$ cat src/hdl/dwc_pkg.sv
// dwc_pkg: shared types and codes of the deque with cursor
// command and result transaction structs, internal pipeline structs, command and status codes
// no dependencies
package dwc_pkg;

  // command codes
  localparam logic [2:0] CMD_PUSH_BACK   = 3'd0;
  localparam logic [2:0] CMD_POP_FRONT   = 3'd1;
  localparam logic [2:0] CMD_POP_BACK    = 3'd2;
  localparam logic [2:0] CMD_CUR_NEXT    = 3'd3;
  localparam logic [2:0] CMD_CUR_PREV    = 3'd4;
  localparam logic [2:0] CMD_CUR_FRONT   = 3'd5;
  localparam logic [2:0] CMD_CUR_BACK    = 3'd6;

  // status codes
  localparam logic [1:0] ST_DONE   = 2'd0;
  localparam logic [1:0] ST_FULL   = 2'd1;
  localparam logic [1:0] ST_EMPTY  = 2'd2;
  localparam logic [1:0] ST_AT_END = 2'd3;

  // input transaction
  typedef struct packed {
    logic [2:0] command;
    logic [7:0] data_in;
  } cmd_t;

  // result transaction
  typedef struct packed {
    logic [7:0] data_out;
    logic [1:0] status;
    logic [7:0] front_item;
    logic [7:0] back_item;
    logic [4:0] item_count;
    logic [7:0] cursor_item;
  } result_t;

  // cached bytes at the front, back and cursor positions
  typedef struct packed {
    logic [7:0] front;
    logic [7:0] back;
    logic [7:0] cursor;
  } bytes_t;

  // which cached bytes take the ram read data
  typedef struct packed {
    logic front;
    logic back;
    logic cursor;
  } fix_t;

  // command result waiting for its ram read
  typedef struct packed {
    logic [1:0] status;
    logic [7:0] data_out;
    logic       data_mem;
    fix_t       fix;
    bytes_t     bytes;
    logic [4:0] item_count;
  } pend_t;

endpackage

$ cat src/hdl/deque_with_cursor_core.sv
// deque_with_cursor_core: top level of the bounded byte deque with cursor
// holds the pipeline registers, pointer state, byte caches and the ring ram
// depends on dwc_pkg, dwc_step, dwc_ram
//
// Bounded double-ended byte queue of DEPTH entries in a ring buffer, with a
// browsing cursor. One command is accepted per cycle, sustained while the
// result side does not stall, and each gives one result, passing the input
// register, the ram read stage, then the result register. The rate is set by
// the single registered read port of the ring ram: every command needs at most
// one ram read, and the front, back and cursor bytes are cached in registers,
// with the read data bypassed into the next command. The ram needs no clearing
// after reset. item_count reports the low five bits of the count.
module deque_with_cursor_core #(
  parameter int DEPTH = 16
) (
  input  logic              clk_i,
  input  logic              rst_ni,
  input  logic              in_valid_i,
  output logic              in_ready_o,
  input  dwc_pkg::cmd_t     in_data_i,
  output logic              out_valid_o,
  input  logic              out_ready_i,
  output dwc_pkg::result_t  out_data_o
);

  import dwc_pkg::*;

  localparam int IDX_W = $clog2(DEPTH);
  localparam int CNT_W = $clog2(DEPTH + 1);

  logic             a_v_q;
  cmd_t             a_cmd_q;
  logic             b_v_q;
  pend_t            b_q;
  logic             out_v_q;
  result_t          out_q;
  logic [IDX_W-1:0] head_q;
  logic [IDX_W-1:0] head_d;
  logic [CNT_W-1:0] cnt_q;
  logic [CNT_W-1:0] cnt_d;
  logic [IDX_W-1:0] off_q;
  logic [IDX_W-1:0] off_d;
  bytes_t           bytes_q;
  bytes_t           bytes_m;
  bytes_t           bytes_cur;
  logic             adv_out;
  logic             adv_b;
  logic             in_fire;
  logic             a_fire;
  logic             b_fire;
  logic             wr_en;
  logic [IDX_W-1:0] wr_addr;
  logic [7:0]       wr_data;
  logic             rd_en;
  logic [IDX_W-1:0] rd_addr;
  logic [7:0]       rd_data;
  pend_t            pend;
  result_t          res;

  // stage advance
  assign adv_out    = !out_v_q || out_ready_i;
  assign adv_b      = !b_v_q || adv_out;
  assign in_ready_o = !a_v_q || adv_b;
  assign in_fire    = in_valid_i && in_ready_o;
  assign a_fire     = a_v_q && adv_b;
  assign b_fire     = b_v_q && adv_out;

  // merge pending ram read into the cached bytes
  always_comb begin
    bytes_m        = b_q.bytes;
    if (b_q.fix.front) begin
      bytes_m.front = rd_data;
    end
    if (b_q.fix.back) begin
      bytes_m.back = rd_data;
    end
    if (b_q.fix.cursor) begin
      bytes_m.cursor = rd_data;
    end
  end

  assign bytes_cur = b_v_q ? bytes_m : bytes_q;

  // result assembly
  always_comb begin
    res.data_out    = b_q.data_mem ? rd_data : b_q.data_out;
    res.status      = b_q.status;
    res.front_item  = bytes_m.front;
    res.back_item   = bytes_m.back;
    res.item_count  = b_q.item_count;
    res.cursor_item = bytes_m.cursor;
  end

  dwc_step #(
    .DEPTH (DEPTH)
  ) u_step (
    .cmd_i     (a_cmd_q),
    .head_i    (head_q),
    .cnt_i     (cnt_q),
    .off_i     (off_q),
    .bytes_i   (bytes_cur),
    .head_o    (head_d),
    .cnt_o     (cnt_d),
    .off_o     (off_d),
    .wr_en_o   (wr_en),
    .wr_addr_o (wr_addr),
    .wr_data_o (wr_data),
    .rd_en_o   (rd_en),
    .rd_addr_o (rd_addr),
    .pend_o    (pend)
  );

  dwc_ram #(
    .WIDTH (8),
    .DEPTH (DEPTH)
  ) u_ram (
    .clk_i   (clk_i),
    .we_i    (wr_en && a_fire),
    .waddr_i (wr_addr),
    .wdata_i (wr_data),
    .re_i    (rd_en && a_fire),
    .raddr_i (rd_addr),
    .rdata_o (rd_data)
  );

  // valid flags and pointer state
  always_ff @(posedge clk_i or negedge rst_ni) begin
    if (!rst_ni) begin
      a_v_q   <= 1'b0;
      b_v_q   <= 1'b0;
      out_v_q <= 1'b0;
      head_q  <= '0;
      cnt_q   <= '0;
      off_q   <= '0;
      bytes_q <= '0;
    end else begin
      if (in_fire) begin
        a_v_q <= 1'b1;
      end else if (a_fire) begin
        a_v_q <= 1'b0;
      end
      if (a_fire) begin
        b_v_q  <= 1'b1;
        head_q <= head_d;
        cnt_q  <= cnt_d;
        off_q  <= off_d;
      end else if (b_fire) begin
        b_v_q <= 1'b0;
      end
      if (b_fire) begin
        out_v_q <= 1'b1;
        bytes_q <= bytes_m;
      end else if (out_ready_i) begin
        out_v_q <= 1'b0;
      end
    end
  end

  // payload registers
  always_ff @(posedge clk_i) begin
    if (in_fire) begin
      a_cmd_q <= in_data_i;
    end
    if (a_fire) begin
      b_q <= pend;
    end
    if (b_fire) begin
      out_q <= res;
    end
  end

  assign out_valid_o = out_v_q;
  assign out_data_o  = out_q;

  // count never passes the capacity
  a_cnt_bound: assert property (@(posedge clk_i) disable iff (!rst_ni)
    cnt_q <= CNT_W'(DEPTH))
    else $error("entry count above capacity");

  // cursor stays inside the stored entries, at zero when empty
  a_cur_range: assert property (@(posedge clk_i) disable iff (!rst_ni)
    (cnt_q == '0) ? (off_q == '0) : (CNT_W'(off_q) < cnt_q))
    else $error("cursor offset out of range");

  // a command either writes or reads the ram, never both
  a_ram_excl: assert property (@(posedge clk_i) disable iff (!rst_ni)
    !(a_v_q && wr_en && rd_en))
    else $error("ram write and read in one command");

  // settled empty queue caches zero bytes
  a_empty_bytes: assert property (@(posedge clk_i) disable iff (!rst_ni)
    (cnt_q == '0 && !b_v_q) |-> (bytes_q == '0))
    else $error("cached bytes nonzero on empty queue");

  // ram read data is held while the pending result stalls
  a_rd_hold: assert property (@(posedge clk_i) disable iff (!rst_ni)
    (b_v_q && !adv_out) |=> $stable(rd_data))
    else $error("ram read data changed under a stalled result");

endmodule

$ cat src/hdl/dwc_ram.sv
// dwc_ram: generic simple dual-port ram, one write and one registered read port
// no dependencies
module dwc_ram #(
  parameter int WIDTH = 8,
  parameter int DEPTH = 16
) (
  input  logic                     clk_i,
  input  logic                     we_i,
  input  logic [$clog2(DEPTH)-1:0] waddr_i,
  input  logic [WIDTH-1:0]         wdata_i,
  input  logic                     re_i,
  input  logic [$clog2(DEPTH)-1:0] raddr_i,
  output logic [WIDTH-1:0]         rdata_o
);

  logic [WIDTH-1:0] mem_q [DEPTH];
  logic [WIDTH-1:0] rdata_q;

  // write port
  always_ff @(posedge clk_i) begin
    if (we_i) begin
      mem_q[waddr_i] <= wdata_i;
    end
  end

  // registered read port, holds when not enabled
  always_ff @(posedge clk_i) begin
    if (re_i) begin
      rdata_q <= mem_q[raddr_i];
    end
  end

  assign rdata_o = rdata_q;

endmodule

$ cat src/hdl/dwc_step.sv
// dwc_step: next-state logic of one command of the deque with cursor
// computes pointers, the ram request and the pending result
// depends on dwc_pkg
module dwc_step #(
  parameter int DEPTH = 16
) (
  input  dwc_pkg::cmd_t                    cmd_i,
  input  logic [$clog2(DEPTH)-1:0]         head_i,
  input  logic [$clog2(DEPTH+1)-1:0]       cnt_i,
  input  logic [$clog2(DEPTH)-1:0]         off_i,
  input  dwc_pkg::bytes_t                  bytes_i,
  output logic [$clog2(DEPTH)-1:0]         head_o,
  output logic [$clog2(DEPTH+1)-1:0]       cnt_o,
  output logic [$clog2(DEPTH)-1:0]         off_o,
  output logic                             wr_en_o,
  output logic [$clog2(DEPTH)-1:0]         wr_addr_o,
  output logic [7:0]                       wr_data_o,
  output logic                             rd_en_o,
  output logic [$clog2(DEPTH)-1:0]         rd_addr_o,
  output dwc_pkg::pend_t                   pend_o
);

  import dwc_pkg::*;

  localparam int IDX_W = $clog2(DEPTH);
  localparam int CNT_W = $clog2(DEPTH + 1);
  localparam logic [IDX_W:0] DEPTH_S = (IDX_W + 1)'(DEPTH);

  // ring slot of an offset from the front, one compare and subtract
  function automatic logic [IDX_W-1:0] slot_of(input logic [IDX_W-1:0] head,
                                               input logic [IDX_W-1:0] ofs);
    logic [IDX_W:0] s;
    s = {1'b0, head} + {1'b0, ofs};
    if (s >= DEPTH_S) begin
      s = s - DEPTH_S;
    end
    return s[IDX_W-1:0];
  endfunction

  logic             empty;
  logic             full;
  logic             last;
  logic [CNT_W-1:0] cm1;
  logic [CNT_W-1:0] cm2;
  logic [CNT_W-1:0] off_c;
  logic [IDX_W-1:0] slot_push;
  logic [IDX_W-1:0] slot_sec;
  logic [IDX_W-1:0] slot_bk2;
  logic [IDX_W-1:0] slot_nxt;
  logic [IDX_W-1:0] slot_prv;

  assign empty     = (cnt_i == '0);
  assign full      = (cnt_i == CNT_W'(DEPTH));
  assign last      = (cnt_i == CNT_W'(1));
  assign cm1       = cnt_i - CNT_W'(1);
  assign cm2       = cnt_i - CNT_W'(2);
  assign off_c     = CNT_W'(off_i);
  assign slot_push = slot_of(head_i, cnt_i[IDX_W-1:0]);
  assign slot_sec  = slot_of(head_i, IDX_W'(1));
  assign slot_bk2  = slot_of(head_i, cm2[IDX_W-1:0]);
  assign slot_nxt  = slot_of(head_i, off_i + IDX_W'(1));
  assign slot_prv  = slot_of(head_i, off_i - IDX_W'(1));

  // command decode and state update
  always_comb begin
    head_o          = head_i;
    cnt_o           = cnt_i;
    off_o           = off_i;
    wr_en_o         = 1'b0;
    wr_addr_o       = slot_push;
    wr_data_o       = cmd_i.data_in;
    rd_en_o         = 1'b0;
    rd_addr_o       = slot_sec;
    pend_o.status   = ST_DONE;
    pend_o.data_out = '0;
    pend_o.data_mem = 1'b0;
    pend_o.fix      = '0;
    pend_o.bytes    = bytes_i;
    unique case (cmd_i.command)
      CMD_PUSH_BACK: begin
        if (full) begin
          pend_o.status = ST_FULL;
        end else begin
          wr_en_o           = 1'b1;
          cnt_o             = cnt_i + CNT_W'(1);
          pend_o.bytes.back = cmd_i.data_in;
          if (empty) begin
            off_o               = '0;
            pend_o.bytes.front  = cmd_i.data_in;
            pend_o.bytes.cursor = cmd_i.data_in;
          end
        end
      end
      CMD_POP_FRONT: begin
        if (empty) begin
          pend_o.status = ST_EMPTY;
        end else begin
          pend_o.data_out = bytes_i.front;
          head_o          = slot_sec;
          cnt_o           = cm1;
          off_o           = (off_i == '0) ? '0 : off_i - IDX_W'(1);
          if (last) begin
            off_o        = '0;
            pend_o.bytes = '0;
          end else begin
            rd_en_o          = 1'b1;
            rd_addr_o        = slot_sec;
            pend_o.fix.front = 1'b1;
            if (off_i == '0) begin
              pend_o.fix.cursor = 1'b1;
            end
          end
        end
      end
      CMD_POP_BACK: begin
        if (empty) begin
          pend_o.status = ST_EMPTY;
        end else begin
          pend_o.data_out = bytes_i.back;
          cnt_o           = cm1;
          if (last) begin
            off_o        = '0;
            pend_o.bytes = '0;
          end else begin
            rd_en_o         = 1'b1;
            rd_addr_o       = slot_bk2;
            pend_o.fix.back = 1'b1;
            // cursor on the popped entry moves to the new back
            if (off_c >= cm1) begin
              off_o             = cm2[IDX_W-1:0];
              pend_o.fix.cursor = 1'b1;
            end
          end
        end
      end
      CMD_CUR_NEXT: begin
        if (empty) begin
          pend_o.status = ST_EMPTY;
        end else if (off_c < cm1) begin
          off_o             = off_i + IDX_W'(1);
          rd_en_o           = 1'b1;
          rd_addr_o         = slot_nxt;
          pend_o.data_mem   = 1'b1;
          pend_o.fix.cursor = 1'b1;
        end else begin
          pend_o.status = ST_AT_END;
        end
      end
      CMD_CUR_PREV: begin
        if (empty) begin
          pend_o.status = ST_EMPTY;
        end else if (off_i != '0) begin
          off_o             = off_i - IDX_W'(1);
          rd_en_o           = 1'b1;
          rd_addr_o         = slot_prv;
          pend_o.data_mem   = 1'b1;
          pend_o.fix.cursor = 1'b1;
        end else begin
          pend_o.status = ST_AT_END;
        end
      end
      CMD_CUR_FRONT: begin
        if (empty) begin
          pend_o.status = ST_EMPTY;
        end else begin
          off_o               = '0;
          pend_o.bytes.cursor = bytes_i.front;
        end
      end
      CMD_CUR_BACK: begin
        if (empty) begin
          pend_o.status = ST_EMPTY;
        end else begin
          off_o               = cm1[IDX_W-1:0];
          pend_o.bytes.cursor = bytes_i.back;
        end
      end
      default: begin
      end
    endcase
    // reported count keeps the low five bits
    pend_o.item_count = 5'(cnt_o);
  end

endmodule

$ cat config.mk
export PLATFORM = sky130hd
export DESIGN_NAME = deque_with_cursor_core
export DESIGN_NICKNAME = d
export VERILOG_FILES = /design/src/hdl/dwc_pkg.sv /design/src/hdl/deque_with_cursor_core.sv /design/src/hdl/dwc_ram.sv /design/src/hdl/dwc_step.sv
export SDC_FILE = /design/constraint.sdc
export NUM_CORES = 1
export LEC_CHECK = 0
export ABC_CLOCK_PERIOD_IN_PS = 4700
export BUFFER_PORTS_ARGS = -buffer_cell sky130_fd_sc_hd__buf_2
export CORE_MARGIN = 1
export CORE_UTILIZATION = 55
export CTS_BUF_LIST = sky130_fd_sc_hd__clkbuf_4 sky130_fd_sc_hd__clkbuf_8 sky130_fd_sc_hd__clkbuf_16
export CTS_CLUSTER_SIZE = 16
export DETAILED_ROUTE_END_ITERATION = 16
export PLACE_DENSITY = 0.69
export SYNTH_ARGS = -nofsm -noshare
export SYNTH_HDL_FRONTEND = slang
export SYNTH_SLANG_ARGS = --single-unit
$ cat constraint.sdc
create_clock -name clk_i -period 4.7 [get_ports clk_i]
set_clock_uncertainty 0.1 [all_clocks]
set_input_delay 0 -clock clk_i [delete_from_list [all_inputs] [get_ports clk_i]]
set_output_delay 0 -clock clk_i [all_outputs]
set_load 0.005 [all_outputs]
==> run summary <==
Async SR Flop Fraction = 14.9%
Net count, final = 1159
Post-synth EDFFs = 229
CTS sink count = 269
DR pass1 iterations = 6
Core Area = 22600 sq um
routability cong. = 0.940
FMAX = 229 MHz
largest net degree at the start of global routing = 53
Post-Route WL = 30.2 mm
GR Util All Layers = 26.0%
clock buffer depth = 3
fin crit share = 92.7%
Die Width = 153 um
Root Buffer Master = clkbuf_16
total I/O pin count = 56
Primary FF master, synth = edfxtp_1
Antenna Violating Nets Remaining = 0
worst slew pin tran = 1180 ps
Total Power = 9.70 mW
Die H = 153 um
via count = 8692
wire length per cell = 21.3 um
Hold Fails Final Rpt = 0
XOR/XNOR Fraction of Synth Area = 2.14%
setup TNS = 0 ps
P&R area growth vs syn = 13.5%
status = completed
Synth Area in Adders = 3.51%
Critical Path AT = 4530 ps
commonest non-fill, non-tap cell in the layout = edfxtp_1
CP Max Fanout = 9
Synth Register Bits = 269
final core occ = 63.4%
Setup CP Type = reg -> reg
Worst Hold Class = in -> reg
Initial Utilization = 55.8%
via/cell ratio = 6.13
buffers added on ports = 55
first-pass GRT wire length = 46.7 mm
Worst EP required = 4880 ps
Num CTS Buffers = 28
multiplexer share of the synthesized area = 3.98%
Max rail drop VDD = 0.559 mV
postcts setup bufs = 0
Synth cell types = 72
maxcap violations = 0
initial antenna violation count = 0
Starting DRT DRC Count = 1087
DP Wirelength = 20.3 mm
Seq/Total Area, Yosys = 62.5%
worst rel slew slack = 20.4%
Syn Area/Cell = 12.1 sq um
Syn. warnings = 0
CTS tree = done
Crit. End Element = flop
Worst-Skew Late Latency = 550 ps
post-synthesis simple-gate area fraction = 10.4%
Final Setup Violations = 0
fin crit period = 4360 ps
share of layout cells above drive strength 1 = 14.2%
Die ar. = 23500 sq um
vias in the first global route = 8264
Static Leak = 5.47 nW
DRC errors left = 0
Gate Count Post-Synth = 1045
main combinational cell family by area after synthesis = compound AO/OA/AOI/OAI gates
# rows = 55
Final Max Tran Viols = 0
highest-count cells in the layout ignoring fill and taps = edfxtp_1, nand2_1, o21ai_0, nor2_1, nand3_1
Ant. Diodes = 0
Power Density = 678 nW/um^2
startpoint class of the critical path = flop
Synth Area in Compound Gates = 13.8%
Post-Syn Area = 12600 sq um
RSZ-0062 raised after global routing = no
Clk pin slew, worst setup/hold paths = 60 ps
Syn Nets = 1093
H-tree levels = 1
Congestion Overflow GR = 0
==> worst max-delay path, cell delays in order (launching register included) <==
cell	delay (ps)
dfrtp_1	440
inv_1	300
ha_1	320
nand2_1	100
xor2_1	250
ha_1	310
and4b_1	200
a211oi_1	480
o31a_4	290
a21oi_1	110
o32ai_2	650
a31oi_1	150
a32oi_1	290
nand3_1	100
==> logic make-up (layout without fill, tap and decap cells) <==
logic type	after synthesis	count (layout)
AND/OR/NAND/NOR	282	282
AO/OA/AOI/OAI	278	278
buffers and inverters	107	195
adder cells (fa/ha/maj)	33	33
multiplexers	49	49
XOR/XNOR	27	27
flip-flops	269	269
==> power by group <==
part           switching [mW]  leakage, nW  internal, mW
Combinational            2.57         2.35          1.53
Sequential              0.244         2.63          3.05
Clock                   0.886        0.493          1.42
==> flip-flops by register name (all words and copies together) (netlist names), 5 cells and up <==
| name | count |
|---|---|
| u_ram.mem_q | 128 |
| b_q | 43 |
| out_data_o | 39 |
| bytes_q | 24 |
| a_cmd_q | 11 |
| u_ram.rdata_o | 8 |
| cnt_q | 5 |
==> what timing repair did <==
action,CTS,global route
hold buffers,15,0
resized for setup,0,4
hold endpoints to repair,54,0
endpoints found under the setup margin,0,8
==> synth_stat cells, drive strengths merged (2+ instances only) <==
cell type | n | area share, %
nor2b | 2 | 0.099
edfxtp | 229 | 55
a21boi | 2 | 0.15
and2 | 4 | 0.20
and3 | 2 | 0.099
or3 | 2 | 0.14
o2111ai | 3 | 0.21
mux2 | 9 | 0.80
a22oi | 6 | 0.36
xnor2 | 16 | 1.2
a311oi | 2 | 0.14
inv | 50 | 1.5
a21oi | 44 | 1.8
o221ai | 4 | 0.28
xor2 | 11 | 0.97
clkbuf | 42 | 1.3
nor4b | 3 | 0.38
o21ai | 118 | 4.7
nor2 | 60 | 1.9
dfrtp | 40 | 7.9
nor3b | 3 | 0.31
nor3 | 7 | 0.32
o22ai | 22 | 1.1
fa | 4 | 0.64
buf | 15 | 0.85
ha | 29 | 2.9
or2 | 3 | 0.15
o211ai | 11 | 0.66
mux2i | 40 | 3.2
nand2 | 124 | 3.8
nand2b | 13 | 0.70
a21o | 10 | 0.60
a31oi | 15 | 0.74
a32oi | 10 | 0.69
a221o | 18 | 1.4
nand3 | 56 | 2.2
==> per-layer routing <==
layer / global-route usage, % / routed length (um)
met5: 0 / 0
met4: 7.43 / 782
met3: 3.97 / 2200
met2: 42.2 / 14300
met1: 36.7 / 12900
==> cell type report <==
| class | instances | area (sq um) |
|---|---|---|
| fillers | 1705 | 8270 |
| flip-flops and latches | 269 | 7880 |
| multi-input cells | 669 | 4290 |
| clock buffers | 40 | 852 |
| repair buffers | 93 | 611 |
| well taps | 285 | 357 |
| inverters | 50 | 188 |
| clock inverters | 12 | 134 |
==> worst paths after layout <==
kind | from | endpoint | slack (ps) | cells past startpoint
worst min-delay path | in_data_i[8] | a_cmd_q[8]$_DFFE_PP_ | 60 | 2
max in group asynchronous | rst_ni | head_q[2]$_DFFE_PN0P_ | 3780 | 2
worst max-delay path | cnt_q[1]$_DFFE_PN0P_ | u_ram.rdata_o[2]$_DFFE_PP_ | 340 | 13
worst max register to register | cnt_q[1]$_DFFE_PN0P_ | u_ram.rdata_o[2]$_DFFE_PP_ | 340 | 13
worst min register to register | b_q[1]$_DFFE_PP_ | out_data_o[9]$_DFFE_PP_ | 320 | 0
min in group asynchronous | rst_ni | bytes_q[21]$_DFFE_PN0P_ | 90 | 2
==> metrics by stage <==
stage / setup WS [ps] / hold WS [ps] / cells / cell area, sq um
3_5_place_dp: 271 / 78.1 / 1351 / 13200
4_1_cts: 251 / 50.2 / 1418 / 14300
2_1_floorplan: 999 / -396 / 1045 / 12600
6_report: 342 / 62.8 / 1418 / 14300
5_1_grt: 43.3 / 52.7 / 1418 / 14300
3_3_place_gp: 384 / 76.4 / 1351 / 13200
No activity file was read; power rests on OpenSTA's default activity.
